`src/hdl/assert_macros.svh`:
```
// Assertion helpers shared by the tokenizer RTL.
`ifndef ASSERT_MACROS_SVH
`define ASSERT_MACROS_SVH

// Check a property on every rising clock edge outside reset.
`define STZ_ASSERT(name, prop, msg) \
   name: assert property (@(posedge clock) disable iff (reset) prop) else $error(msg);

// Check that a condition never holds outside reset.
`define STZ_ASSERT_NEVER(name, cond, msg) \
   name: assert property (@(posedge clock) disable iff (reset) !(cond)) else $error(msg);

`endif

```
`src/hdl/stz_pkg.sv`:
```
package stz_pkg;

   // Scanner modes
   typedef enum logic [2:0] {
      MODE_IDLE,
      MODE_WORD,
      MODE_INT,
      MODE_DEC,
      MODE_EQ,
      MODE_STR,
      MODE_HALT
   } mode_type;

   // Token kinds as they leave the block
   typedef enum logic [3:0] {
      KIND_PLUS,
      KIND_MINUS,
      KIND_EQEQ,
      KIND_EQ,
      KIND_COLON,
      KIND_LPAREN,
      KIND_RPAREN,
      KIND_VAR,
      KIND_FUN,
      KIND_IDENT,
      KIND_INT,
      KIND_DEC,
      KIND_STRING,
      KIND_ERROR
   } kind_type;

   localparam int unsigned LINE_W    = 16;
   localparam int unsigned TOKENS_MAX = 3;

   typedef struct packed {
      kind_type           kind;
      logic [LINE_W-1:0]  start;
      logic [LINE_W-1:0]  length;
      logic [LINE_W-1:0]  line;
   } lexeme_type;

   // All tokens caused by one source byte; count is 1..3 when queued
   typedef struct packed {
      logic [1:0]                  count;
      lexeme_type [TOKENS_MAX-1:0] tok;
   } bundle_type;

   localparam logic [7:0] CH_NL     = 8'h0A;
   localparam logic [7:0] CH_TAB    = 8'h09;
   localparam logic [7:0] CH_VT     = 8'h0B;
   localparam logic [7:0] CH_FF     = 8'h0C;
   localparam logic [7:0] CH_CR     = 8'h0D;
   localparam logic [7:0] CH_SPACE  = 8'h20;
   localparam logic [7:0] CH_QUOTE  = 8'h22;
   localparam logic [7:0] CH_LPAREN = 8'h28;
   localparam logic [7:0] CH_RPAREN = 8'h29;
   localparam logic [7:0] CH_PLUS   = 8'h2B;
   localparam logic [7:0] CH_MINUS  = 8'h2D;
   localparam logic [7:0] CH_DOT    = 8'h2E;
   localparam logic [7:0] CH_COLON  = 8'h3A;
   localparam logic [7:0] CH_EQUAL  = 8'h3D;

   localparam logic [23:0] KW_VAR = "var";
   localparam logic [23:0] KW_FUN = "fun";

endpackage

```
`src/hdl/stz_front.sv`:
```
module stz_front #(
   parameter int unsigned MAX_SOURCE_BYTES = 65536
) (
   input  logic                clock,
   input  logic                reset,
   input  logic                take,
   input  logic [7:0]          text_byte,
   input  logic                source_end,
   input  logic                cfg_we,
   input  logic [15:0]         cfg_data,
   output logic                push,
   output stz_pkg::bundle_type bundle,
   output stz_pkg::mode_type   mode
);

   localparam int unsigned PW = $clog2(MAX_SOURCE_BYTES + 1);
   localparam logic [PW-1:0] POS_LIMIT = PW'(MAX_SOURCE_BYTES);

   typedef struct packed {
      stz_pkg::mode_type mode;
      logic [PW-1:0]     pos;
      logic [PW-1:0]     tstart;
      logic [15:0]       line;
      logic [2:0]        wlen;
      logic [1:0]        kmatch;
   } state_type;

   typedef struct packed {
      state_type           st;
      stz_pkg::bundle_type bun;
   } scan_type;

   typedef struct packed {
      logic               valid;
      stz_pkg::lexeme_type tok;
   } pend_type;

   state_type   state_ff, state_in;
   logic [15:0] first_line_ff, first_line_in;
   scan_type    scan;

   function automatic logic is_digit(logic [7:0] c);
      return (c >= "0") && (c <= "9");
   endfunction

   function automatic logic is_letter(logic [7:0] c);
      return ((c >= "a") && (c <= "z")) || ((c >= "A") && (c <= "Z"));
   endfunction

   function automatic logic [7:0] kw_byte(logic [23:0] kw, logic [1:0] i);
      logic [7:0] b;
      unique case (i)
         2'd0:    b = kw[23:16];
         2'd1:    b = kw[15:8];
         default: b = kw[7:0];
      endcase
      return b;
   endfunction

   function automatic stz_pkg::lexeme_type mk_tok(stz_pkg::kind_type k, logic [PW-1:0] s,
                                                  logic [PW-1:0] len, logic [15:0] line);
      stz_pkg::lexeme_type t;
      t.kind   = k;
      t.start  = 16'(s);
      t.length = 16'(len);
      t.line   = line;
      return t;
   endfunction

   function automatic stz_pkg::bundle_type add_tok(stz_pkg::bundle_type b,
                                                   stz_pkg::lexeme_type t);
      stz_pkg::bundle_type o;
      o = b;
      o.tok[b.count] = t;
      o.count = b.count + 2'd1;
      return o;
   endfunction

   // Token left open by the current mode, ending just before pos
   function automatic pend_type pending(state_type s);
      pend_type      p;
      logic [PW-1:0] len;
      len = s.pos - s.tstart;
      p.valid = 1'b1;
      p.tok = mk_tok(stz_pkg::KIND_IDENT, s.tstart, len, s.line);
      unique case (s.mode)
         stz_pkg::MODE_WORD: begin
            if (s.wlen == 3'd3 && s.kmatch[0]) begin
               p.tok = mk_tok(stz_pkg::KIND_VAR, s.tstart, '0, s.line);
            end else if (s.wlen == 3'd3 && s.kmatch[1]) begin
               p.tok = mk_tok(stz_pkg::KIND_FUN, s.tstart, '0, s.line);
            end
         end
         stz_pkg::MODE_INT: p.tok = mk_tok(stz_pkg::KIND_INT, s.tstart, len, s.line);
         stz_pkg::MODE_DEC: p.tok = mk_tok(stz_pkg::KIND_DEC, s.tstart, len, s.line);
         stz_pkg::MODE_EQ:  p.tok = mk_tok(stz_pkg::KIND_EQ, s.tstart, '0, s.line);
         stz_pkg::MODE_STR: p.tok = mk_tok(stz_pkg::KIND_ERROR, s.tstart, '0, s.line);
         default:           p.valid = 1'b0;
      endcase
      return p;
   endfunction

   function automatic scan_type scan_step(state_type s_in, logic [7:0] c, logic last,
                                          logic [15:0] fl);
      scan_type      r;
      state_type     s;
      pend_type      p;
      logic          fresh;
      logic [PW-1:0] pos;
      s = s_in;
      r.bun = '0;
      fresh = 1'b1;
      pos = s.pos;
      if (s.mode != stz_pkg::MODE_HALT) begin
         if (pos == POS_LIMIT) begin
            r.bun = add_tok(r.bun, mk_tok(stz_pkg::KIND_ERROR, pos, '0, s.line));
            s.mode = stz_pkg::MODE_HALT;
         end else begin
            // continue or close the open token
            unique case (s.mode)
               stz_pkg::MODE_WORD: begin
                  if (is_letter(c) || is_digit(c)) begin
                     fresh = 1'b0;
                     if (s.wlen < 3'd3) begin
                        if (c != kw_byte(stz_pkg::KW_VAR, s.wlen[1:0])) s.kmatch[0] = 1'b0;
                        if (c != kw_byte(stz_pkg::KW_FUN, s.wlen[1:0])) s.kmatch[1] = 1'b0;
                     end
                     if (s.wlen != 3'd7) s.wlen = s.wlen + 3'd1;
                  end
               end
               stz_pkg::MODE_INT: begin
                  if (is_digit(c)) begin
                     fresh = 1'b0;
                  end else if (c == stz_pkg::CH_DOT) begin
                     fresh = 1'b0;
                     s.mode = stz_pkg::MODE_DEC;
                  end
               end
               stz_pkg::MODE_DEC: fresh = !is_digit(c);
               stz_pkg::MODE_EQ: begin
                  if (c == stz_pkg::CH_EQUAL) begin
                     fresh = 1'b0;
                     r.bun = add_tok(r.bun, mk_tok(stz_pkg::KIND_EQEQ, s.tstart, '0, s.line));
                     s.mode = stz_pkg::MODE_IDLE;
                  end
               end
               stz_pkg::MODE_STR: begin
                  fresh = 1'b0;
                  if (c == stz_pkg::CH_QUOTE) begin
                     r.bun = add_tok(r.bun,
                                     mk_tok(stz_pkg::KIND_STRING, s.tstart, pos - s.tstart,
                                            s.line));
                     s.mode = stz_pkg::MODE_IDLE;
                  end
               end
               default: ;
            endcase
            if (fresh) begin
               p = pending(s);
               if (p.valid) r.bun = add_tok(r.bun, p.tok);
               s.mode = stz_pkg::MODE_IDLE;
               unique case (c)
                  stz_pkg::CH_NL: s.line = s.line + 16'd1;
                  stz_pkg::CH_SPACE, stz_pkg::CH_TAB, stz_pkg::CH_CR,
                  stz_pkg::CH_VT, stz_pkg::CH_FF: ;
                  stz_pkg::CH_PLUS:
                     r.bun = add_tok(r.bun, mk_tok(stz_pkg::KIND_PLUS, pos, '0, s.line));
                  stz_pkg::CH_MINUS:
                     r.bun = add_tok(r.bun, mk_tok(stz_pkg::KIND_MINUS, pos, '0, s.line));
                  stz_pkg::CH_COLON:
                     r.bun = add_tok(r.bun, mk_tok(stz_pkg::KIND_COLON, pos, '0, s.line));
                  stz_pkg::CH_LPAREN:
                     r.bun = add_tok(r.bun, mk_tok(stz_pkg::KIND_LPAREN, pos, '0, s.line));
                  stz_pkg::CH_RPAREN:
                     r.bun = add_tok(r.bun, mk_tok(stz_pkg::KIND_RPAREN, pos, '0, s.line));
                  stz_pkg::CH_EQUAL: begin
                     s.mode = stz_pkg::MODE_EQ;
                     s.tstart = pos;
                  end
                  stz_pkg::CH_QUOTE: begin
                     s.mode = stz_pkg::MODE_STR;
                     s.tstart = pos + PW'(1);
                  end
                  default: begin
                     if (is_digit(c)) begin
                        s.mode = stz_pkg::MODE_INT;
                        s.tstart = pos;
                     end else if (is_letter(c)) begin
                        s.mode = stz_pkg::MODE_WORD;
                        s.tstart = pos;
                        s.wlen = 3'd1;
                        s.kmatch = {c == "f", c == "v"};
                     end else begin
                        r.bun = add_tok(r.bun, mk_tok(stz_pkg::KIND_ERROR, pos, PW'(1), s.line));
                        s.mode = stz_pkg::MODE_HALT;
                     end
                  end
               endcase
            end
            s.pos = pos + PW'(1);
         end
      end
      // end of source: flush, then start over
      if (last) begin
         p = pending(s);
         if (p.valid) r.bun = add_tok(r.bun, p.tok);
         s.mode = stz_pkg::MODE_IDLE;
         s.pos = '0;
         s.tstart = '0;
         s.line = fl;
         s.wlen = '0;
         s.kmatch = 2'b11;
      end
      r.st = s;
      return r;
   endfunction

   assign scan = scan_step(state_ff, text_byte, source_end, first_line_ff);

   // next state
   always_comb begin
      state_in = state_ff;
      first_line_in = first_line_ff;
      if (take) begin
         state_in = scan.st;
      end else if (cfg_we && state_ff.pos == '0 && state_ff.mode == stz_pkg::MODE_IDLE) begin
         state_in.line = cfg_data;
      end
      if (cfg_we) first_line_in = cfg_data;
   end

   // outputs
   always_comb begin
      push = take && (scan.bun.count != 2'd0);
      bundle = scan.bun;
      mode = state_ff.mode;
   end

   always_ff @(posedge clock) begin
      if (reset) begin
         state_ff.mode   <= stz_pkg::MODE_IDLE;
         state_ff.pos    <= '0;
         state_ff.tstart <= '0;
         state_ff.line   <= 16'd1;
         state_ff.wlen   <= '0;
         state_ff.kmatch <= 2'b11;
         first_line_ff   <= 16'd1;
      end else begin
         state_ff      <= state_in;
         first_line_ff <= first_line_in;
      end
   end

endmodule

```
`src/hdl/stz_queue.sv`:
```
module stz_queue #(
   parameter int unsigned WIDTH = 8,
   parameter int unsigned DEPTH = 4
) (
   input  logic             clock,
   input  logic             reset,
   input  logic             push,
   input  logic [WIDTH-1:0] wdata,
   input  logic             pop,
   output logic [WIDTH-1:0] rdata,
   output logic             full,
   output logic             not_empty
);

   localparam int unsigned AW = (DEPTH > 1) ? $clog2(DEPTH) : 1;
   localparam int unsigned CW = $clog2(DEPTH + 1);
   localparam logic [AW-1:0] LAST_SLOT = AW'(DEPTH - 1);

   logic [WIDTH-1:0] slot_ff [DEPTH];
   logic [AW-1:0]    wptr_ff, wptr_in;
   logic [AW-1:0]    rptr_ff, rptr_in;
   logic [CW-1:0]    count_ff, count_in;

   always_comb begin
      wptr_in = wptr_ff;
      rptr_in = rptr_ff;
      count_in = count_ff;
      if (push) wptr_in = (wptr_ff == LAST_SLOT) ? '0 : wptr_ff + AW'(1);
      if (pop)  rptr_in = (rptr_ff == LAST_SLOT) ? '0 : rptr_ff + AW'(1);
      if (push && !pop) count_in = count_ff + CW'(1);
      if (pop && !push) count_in = count_ff - CW'(1);
   end

   assign rdata = slot_ff[rptr_ff];
   assign full = (count_ff == CW'(DEPTH));
   assign not_empty = (count_ff != '0);

   always_ff @(posedge clock) begin
      if (push) slot_ff[wptr_ff] <= wdata;
   end

   always_ff @(posedge clock) begin
      if (reset) begin
         wptr_ff  <= '0;
         rptr_ff  <= '0;
         count_ff <= '0;
      end else begin
         wptr_ff  <= wptr_in;
         rptr_ff  <= rptr_in;
         count_ff <= count_in;
      end
   end

endmodule

```
`src/hdl/stz_back.sv`:
```
module stz_back (
   input  logic                clock,
   input  logic                reset,
   input  logic                q_valid,
   input  stz_pkg::bundle_type q_data,
   output logic                q_pop,
   output logic                rsp_tvalid,
   input  logic                rsp_tready,
   output logic [47:0]         rsp_tdata,   // lexeme_start, lexeme_length, line_number
   output logic [3:0]          rsp_tuser,   // token_kind
   output logic                rsp_tlast    // run_last
);

   stz_pkg::bundle_type bun_ff, bun_in;
   logic [1:0]          idx_ff, idx_in;
   logic                have_ff, have_in;
   logic                last_tok;
   logic                done;
   stz_pkg::lexeme_type tok;

   assign last_tok = (idx_ff == bun_ff.count - 2'd1);
   assign done = !have_ff || (rsp_tready && last_tok);
   assign q_pop = done && q_valid;

   always_comb begin
      bun_in = bun_ff;
      idx_in = idx_ff;
      have_in = have_ff;
      if (q_pop) begin
         bun_in = q_data;
         idx_in = '0;
         have_in = 1'b1;
      end else if (done) begin
         have_in = 1'b0;
      end else if (rsp_tready) begin
         idx_in = idx_ff + 2'd1;
      end
   end

   assign tok = bun_ff.tok[idx_ff];
   assign rsp_tvalid = have_ff;
   assign rsp_tlast = last_tok;
   assign rsp_tuser = tok.kind;
   assign rsp_tdata = {tok.line, tok.length, tok.start};

   always_ff @(posedge clock) begin
      bun_ff <= bun_in;
   end

   always_ff @(posedge clock) begin
      if (reset) begin
         have_ff <= 1'b0;
         idx_ff  <= '0;
      end else begin
         have_ff <= have_in;
         idx_ff  <= idx_in;
      end
   end

endmodule

```
`src/hdl/source_tokenizer_top.sv`:
```
// Channel  | Direction | Word contents
// ---------+-----------+--------------------------------------------------------
// req_     | in        | tdata[7:0] text_byte, tlast source_end
// rsp_     | out       | tuser[3:0] token_kind, tdata start/length/line, tlast run_last
// csr_     | in        | data[15:0] first_line, one register, no address
//
// One byte is taken per cycle while req_tready is high; the scanner resolves it in that cycle.
// Its tokens (up to 3) leave one per cycle while rsp_tready is high.
// The serializer sets the result rate: it puts a byte's tokens on the result port one by one.
// QUEUE_DEPTH bundles plus one in the serializer absorb result stalls; then req_tready drops.
// Reset is synchronous and clears scanner state, queue and output; first_line resets to 1.
// csr_ready is always high; a write before any byte of the current source reloads the line.
`include "assert_macros.svh"

module source_tokenizer_top #(
   parameter int unsigned MAX_SOURCE_BYTES = 65536,
   parameter int unsigned QUEUE_DEPTH      = 4
) (
   input  logic        clock,
   input  logic        reset,
   // source bytes
   input  logic        req_tvalid,
   output logic        req_tready,
   input  logic [7:0]  req_tdata,   // text_byte
   input  logic        req_tlast,   // source_end
   // tokens
   output logic        rsp_tvalid,
   input  logic        rsp_tready,
   output logic [47:0] rsp_tdata,   // lexeme_start, lexeme_length, line_number
   output logic [3:0]  rsp_tuser,   // token_kind
   output logic        rsp_tlast,   // run_last
   // first_line register
   input  logic        csr_valid,
   output logic        csr_ready,
   input  logic [15:0] csr_data     // first_line
);

   logic                take;
   logic                q_push;
   logic                q_pop;
   logic                q_full;
   logic                q_valid;
   stz_pkg::bundle_type q_wdata;
   stz_pkg::bundle_type q_rdata;
   stz_pkg::mode_type   front_mode;
   logic                halted_take;
   logic                end_take;

   // accept a byte whenever the queue has room for its bundle
   assign req_tready = !q_full;
   assign take = req_tvalid && req_tready;
   assign csr_ready = 1'b1;

   // scanner: classify the byte, advance the mode, collect finished tokens
   stz_front #(
      .MAX_SOURCE_BYTES(MAX_SOURCE_BYTES)
   ) u_front (
      .clock      (clock),
      .reset      (reset),
      .take       (take),
      .text_byte  (req_tdata),
      .source_end (req_tlast),
      .cfg_we     (csr_valid && csr_ready),
      .cfg_data   (csr_data),
      .push       (q_push),
      .bundle     (q_wdata),
      .mode       (front_mode)
   );

   // hold token bundles so either side can stall on its own
   stz_queue #(
      .WIDTH($bits(stz_pkg::bundle_type)),
      .DEPTH(QUEUE_DEPTH)
   ) u_queue (
      .clock     (clock),
      .reset     (reset),
      .push      (q_push),
      .wdata     (q_wdata),
      .pop       (q_pop),
      .rdata     (q_rdata),
      .full      (q_full),
      .not_empty (q_valid)
   );

   // serializer: drain one token per cycle from the head bundle while rsp_tready is high
   stz_back u_back (
      .clock      (clock),
      .reset      (reset),
      .q_valid    (q_valid),
      .q_data     (q_rdata),
      .q_pop      (q_pop),
      .rsp_tvalid (rsp_tvalid),
      .rsp_tready (rsp_tready),
      .rsp_tdata  (rsp_tdata),
      .rsp_tuser  (rsp_tuser),
      .rsp_tlast  (rsp_tlast)
   );

   // a byte taken while halted that does not end the source, and a source end taken
   assign halted_take = take && !req_tlast && (front_mode == stz_pkg::MODE_HALT);
   assign end_take = take && req_tlast;

   `STZ_ASSERT_NEVER(a_push_when_full, q_push && q_full, "bundle pushed into a full queue")
   `STZ_ASSERT(a_push_nonempty, q_push |-> (q_wdata.count != 2'd0), "empty bundle queued")
   `STZ_ASSERT(a_halt_quiet, halted_take |-> !q_push, "token from halted scanner")
   `STZ_ASSERT(a_end_restarts, end_take |=> (front_mode == stz_pkg::MODE_IDLE), "not idle")

endmodule

```
`config.mk`:
```
export PLATFORM = sky130hd
export DESIGN_NAME = source_tokenizer_top
export DESIGN_NICKNAME = d
export VERILOG_FILES = /design/src/hdl/stz_pkg.sv /design/src/hdl/stz_front.sv /design/src/hdl/stz_queue.sv /design/src/hdl/stz_back.sv /design/src/hdl/source_tokenizer_top.sv
export VERILOG_INCLUDE_DIRS = /design/src /design/src/hdl
export SDC_FILE = /design/constraint.sdc
export NUM_CORES = 1
export LEC_CHECK = 0
export BUFFER_PORTS_ARGS = -buffer_cell sky130_fd_sc_hd__clkbuf_2
export CAP_MARGIN = 20
export CELL_PAD_IN_SITES_DETAIL_PLACEMENT = 1
export CELL_PAD_IN_SITES_GLOBAL_PLACEMENT = 2
export CORE_ASPECT_RATIO = 0.5
export CORE_MARGIN = 4
export CORE_UTILIZATION = 46
export CTS_CLUSTER_DIAMETER = 120
export DETAILED_ROUTE_END_ITERATION = 10
export GPL_TIMING_DRIVEN = 0
export PLACE_DENSITY = 0.88
export SLEW_MARGIN = 40
export SYNTH_ARGS = -nofsm -noshare
export SYNTH_HDL_FRONTEND = slang
export SYNTH_SLANG_ARGS = --single-unit
```
`constraint.sdc`:
```
create_clock -name clock -period 14.62 [get_ports clock]
set_input_delay 0.731 -clock clock [delete_from_list [all_inputs] [get_ports clock]]
set_output_delay 0.731 -clock clock [all_outputs]
set_load 0.005 [all_outputs]
```
==> results.toml <==
[status]
outcome = "finished clean"

[pwr]
vdd_drop_max_v = 0.000131
p_leak_uw = 0.0141
pwr_density_cell_nw_per_um2 = 180
power_uw = 7800

[floorplanning]
initial_core_util = 0.465
fp.dieW_um = 415
rows = 74
die_area_um2 = 87700
boundaryPins = 86
core_area_um2 = 81800
die_h_um = 211

[sta]
fin_ws_ps = 6150
holdWs_ps = 292
setup_viol = 0
worstMarginPinSlew_ps = 971
finalCritPeriodShare = 0.579
rsz0062_at_grt = "no"
drv_slew = 0
skew_ps = 28.7
slew_headroom = 0.336
hold_viol = 0
max_freq_mhz = 118
period_minus_slack_ps = 8470

[critical_path]
crit_path_end_kind = "flip-flop"
cp.arrival_ps = 8880
reg2reg_from = "u_front.state_ff[38]"
reg2reg_depth = 23
worstPathRequired_ps = 15030
worstSetupStartpoint = "u_front.state_ff[38]"
start_kind = "flip-flop"
critPathMaxFanout = 10
critPathKind = "flip-flop to flip-flop"

[synth]
avgSynthCellArea_um2 = 14.8
ys_warn_count = 0
synth_seq_area_share = 0.667
syn_nets = 2646
synth_edf_count = 790
synthCells = 2565
ys_types = 89
syn-cell-area_um2 = 38100
async_flop_share = 0
synth_top_flop_cell = "edfxtp_1"
ys_seq_elements = 873

[clocking]
clkTransAtPathRegs_ps = 70
root_buffer = "clkbuf_16"
cts_tree = "built"
cts-resized-gates = 0
cts_made_buffers = 79
clk_latency_ps = 700
cts_setup_buffers = 0
ctsHoldBuffers = 0
cts.sinks = 873
htree_levels = 3
cts_max_path_buffers = 3

[layout]
synthToLayoutAreaGrowth_pct = 13.5
fin_area_um2 = 43200
final_nets = 2842
layout-drive-gt1-share = 0.177
utilization = 0.528

[worst_hold_path]
hold_class = "primary input to flip-flop"
min_path_cells = 3
min_from = "csr_data[0]"

[drt]
vias_per_cell = 6.28
dr.pass1.iters = 5
num_vias = 24700
wl_um = 120000
wl_per_cell_um = 30.5
ant_nets = 0
first_iter_violations = 3143
drc_errors = 0

[grt]
grt_antenna_before_repair = 5
grtUsageTotal = 0.273
overflow = 0
grt_max_degree = 35
grt_pass1_wl_um = 176000
grt_pass1_vias = 25800

[placement]
place_worst_setup_slack_ps = 6390
numPortBuffers = 80
dp_hpwl_um = 84000
routabilityCongestion = 0.932
placement.cell_area_um2 = 40600

[job]
max_cap_viol_count = 0
==> worst max-delay path, stage by stage (launching register included) <==
cell,delay [ps]
dfxtp_1,430
clkbuf_1,500
inv_1,160
ha_1,230
nor4b_1,130
and4_1,310
nand2_1,280
and2_1,170
clkbuf_1,550
clkbuf_1,700
clkbuf_1,560
clkbuf_1,550
nand2_1,130
o21ai_0,270
ha_1,340
nor2b_1,150
o21a_1,160
o21ai_0,550
a211oi_1,230
nor3_1,400
o31ai_1,210
a31oi_1,310
xnor2_1,230
o32ai_1,620
==> layout make-up <==
cell class | count | area, um^2
Antenna cell | 1 | 2.50
Buffer | 157 | 696
Clock buffer | 99 | 2070
Clock inverter | 47 | 460
Fill cell | 7889 | 38600
Inverter | 68 | 255
Multi-Input combinational cell | 1467 | 11900
Sequential cell | 873 | 25400
Tap cell | 1102 | 1380
Timing Repair Buffer | 115 | 1060
==> flip-flops by register name, summed over array words and instances, names as in the netlist <==
| name | flops |
|---|---|
| u_front.first_line_ff | 16 |
| u_queue.slot_ff | 632 |
| u_queue.rptr_ff | 2 |
| u_back.rsp_tvalid | 1 |
| u_back.bun_ff | 158 |
| u_queue.wptr_ff | 2 |
| u_front.state_ff | 54 |
| u_queue.count_ff | 3 |
| u_front.mode | 3 |
| u_back.idx_ff | 2 |
==> power breakdown <==
group / total (uW) / internal (uW) / leakage, uW / switching, uW
clock network: 2090 / 1110 / 0.00124 / 979
logic: 2120 / 794 / 0.00494 / 1330
registers: 3580 / 3420 / 0.00794 / 162
==> cell usage after synthesis, types with 5 or more instances <==
library cell | number | area, um^2
o211ai_1 | 13 | 97.6
nor3_1 | 43 | 215
a2bb2oi_1 | 6 | 52.6
inv_1 | 68 | 255
a32o_1 | 6 | 60.1
buf_2 | 10 | 50.1
ha_1 | 48 | 601
a21o_1 | 13 | 97.6
and3_1 | 25 | 156
nor2b_1 | 18 | 113
mux2i_1 | 86 | 861
xnor2_1 | 39 | 342
or3_1 | 8 | 50.1
nor4b_1 | 5 | 43.8
nand3_1 | 42 | 210
mux4_2 | 158 | 3560
dfxtp_1 | 83 | 1660
a21oi_1 | 73 | 365
nor4_1 | 11 | 68.8
o21ai_0 | 173 | 866
xor2_1 | 23 | 201
o31ai_1 | 9 | 67.6
a211oi_1 | 14 | 105
clkbuf_1 | 113 | 424
a31oi_1 | 20 | 125
nand2_1 | 220 | 826
a22oi_1 | 40 | 300
edfxtp_1 | 790 | 23700
buf_1 | 28 | 105
nand2b_1 | 6 | 37.5
nand4_1 | 16 | 100
mux2_2 | 6 | 67.6
o22ai_1 | 34 | 213
nor2_1 | 147 | 552
and2_1 | 36 | 225
a22o_1 | 8 | 70.1
a221o_1 | 6 | 60.1
o21a_1 | 13 | 97.6
o32ai_1 | 6 | 52.6
==> layer usage <==
metal,share of wire,vias up,track usage,wire length (um)
met3,0.088,200,0.0655,10600
li1,-,10400,-,-
met1,0.42,12900,0.378,49800
met5,0.0013,-,0.0106,153
met2,0.47,1174,0.436,56200
met4,0.026,4,0.0744,3060
==> final timing paths <==
path	slack, ps	end
hold / removal	290	u_front.first_line_ff[0]
setup reg to reg	6150	u_queue.slot_ff[0][31]
hold reg to reg	480	u_front.first_line_ff[0]
setup / recovery	6150	u_queue.slot_ff[0][31]
==> cells in the final DEF, fill, tap and decap left out, types with 15 or more instances in the layout <==
cell type	netlist	routed
mux2i_1	86	86
clkbuf_2	0	105
a21oi_1	73	71
o21ai_0	173	173
a31oi_1	20	20
dfxtp_1	83	83
ha_1	48	48
inv_1	68	68
clkbuf_1	113	108
buf_12	0	21
edfxtp_1	790	790
and3_1	25	25
and2_1	36	32
buf_2	10	30
nand4_1	16	16
xnor2_1	39	38
clkinv_1	0	15
mux4_2	158	158
nor3_1	43	41
o22ai_1	34	34
nand3_1	42	42
clkbuf_16	0	79
nand2_1	220	220
a22oi_1	40	40
xor2_1	23	23
nor2_1	147	143
nor2b_1	18	18
==> through the flow <==
stage | setup TNS [ps] | instances
floorplan | 0 | 2565
global placement | -141300 | 3747
detailed placement | 0 | 3781
CTS | 0 | 3927
global route | 0 | 3928
finish | 0 | 3929
==> logic make-up after synthesis <==
kind of cell,synth area share
XOR/XNOR,0.0143
AO/OA/AOI/OAI,0.0846
AND/OR/NAND/NOR,0.0752
adder cells (fa/ha/maj),0.0173
multiplexers,0.118
other,0.0000985
buffers and inverters,0.0235
flip-flops,0.667
No activity file was read; power rests on OpenSTA's default activity.
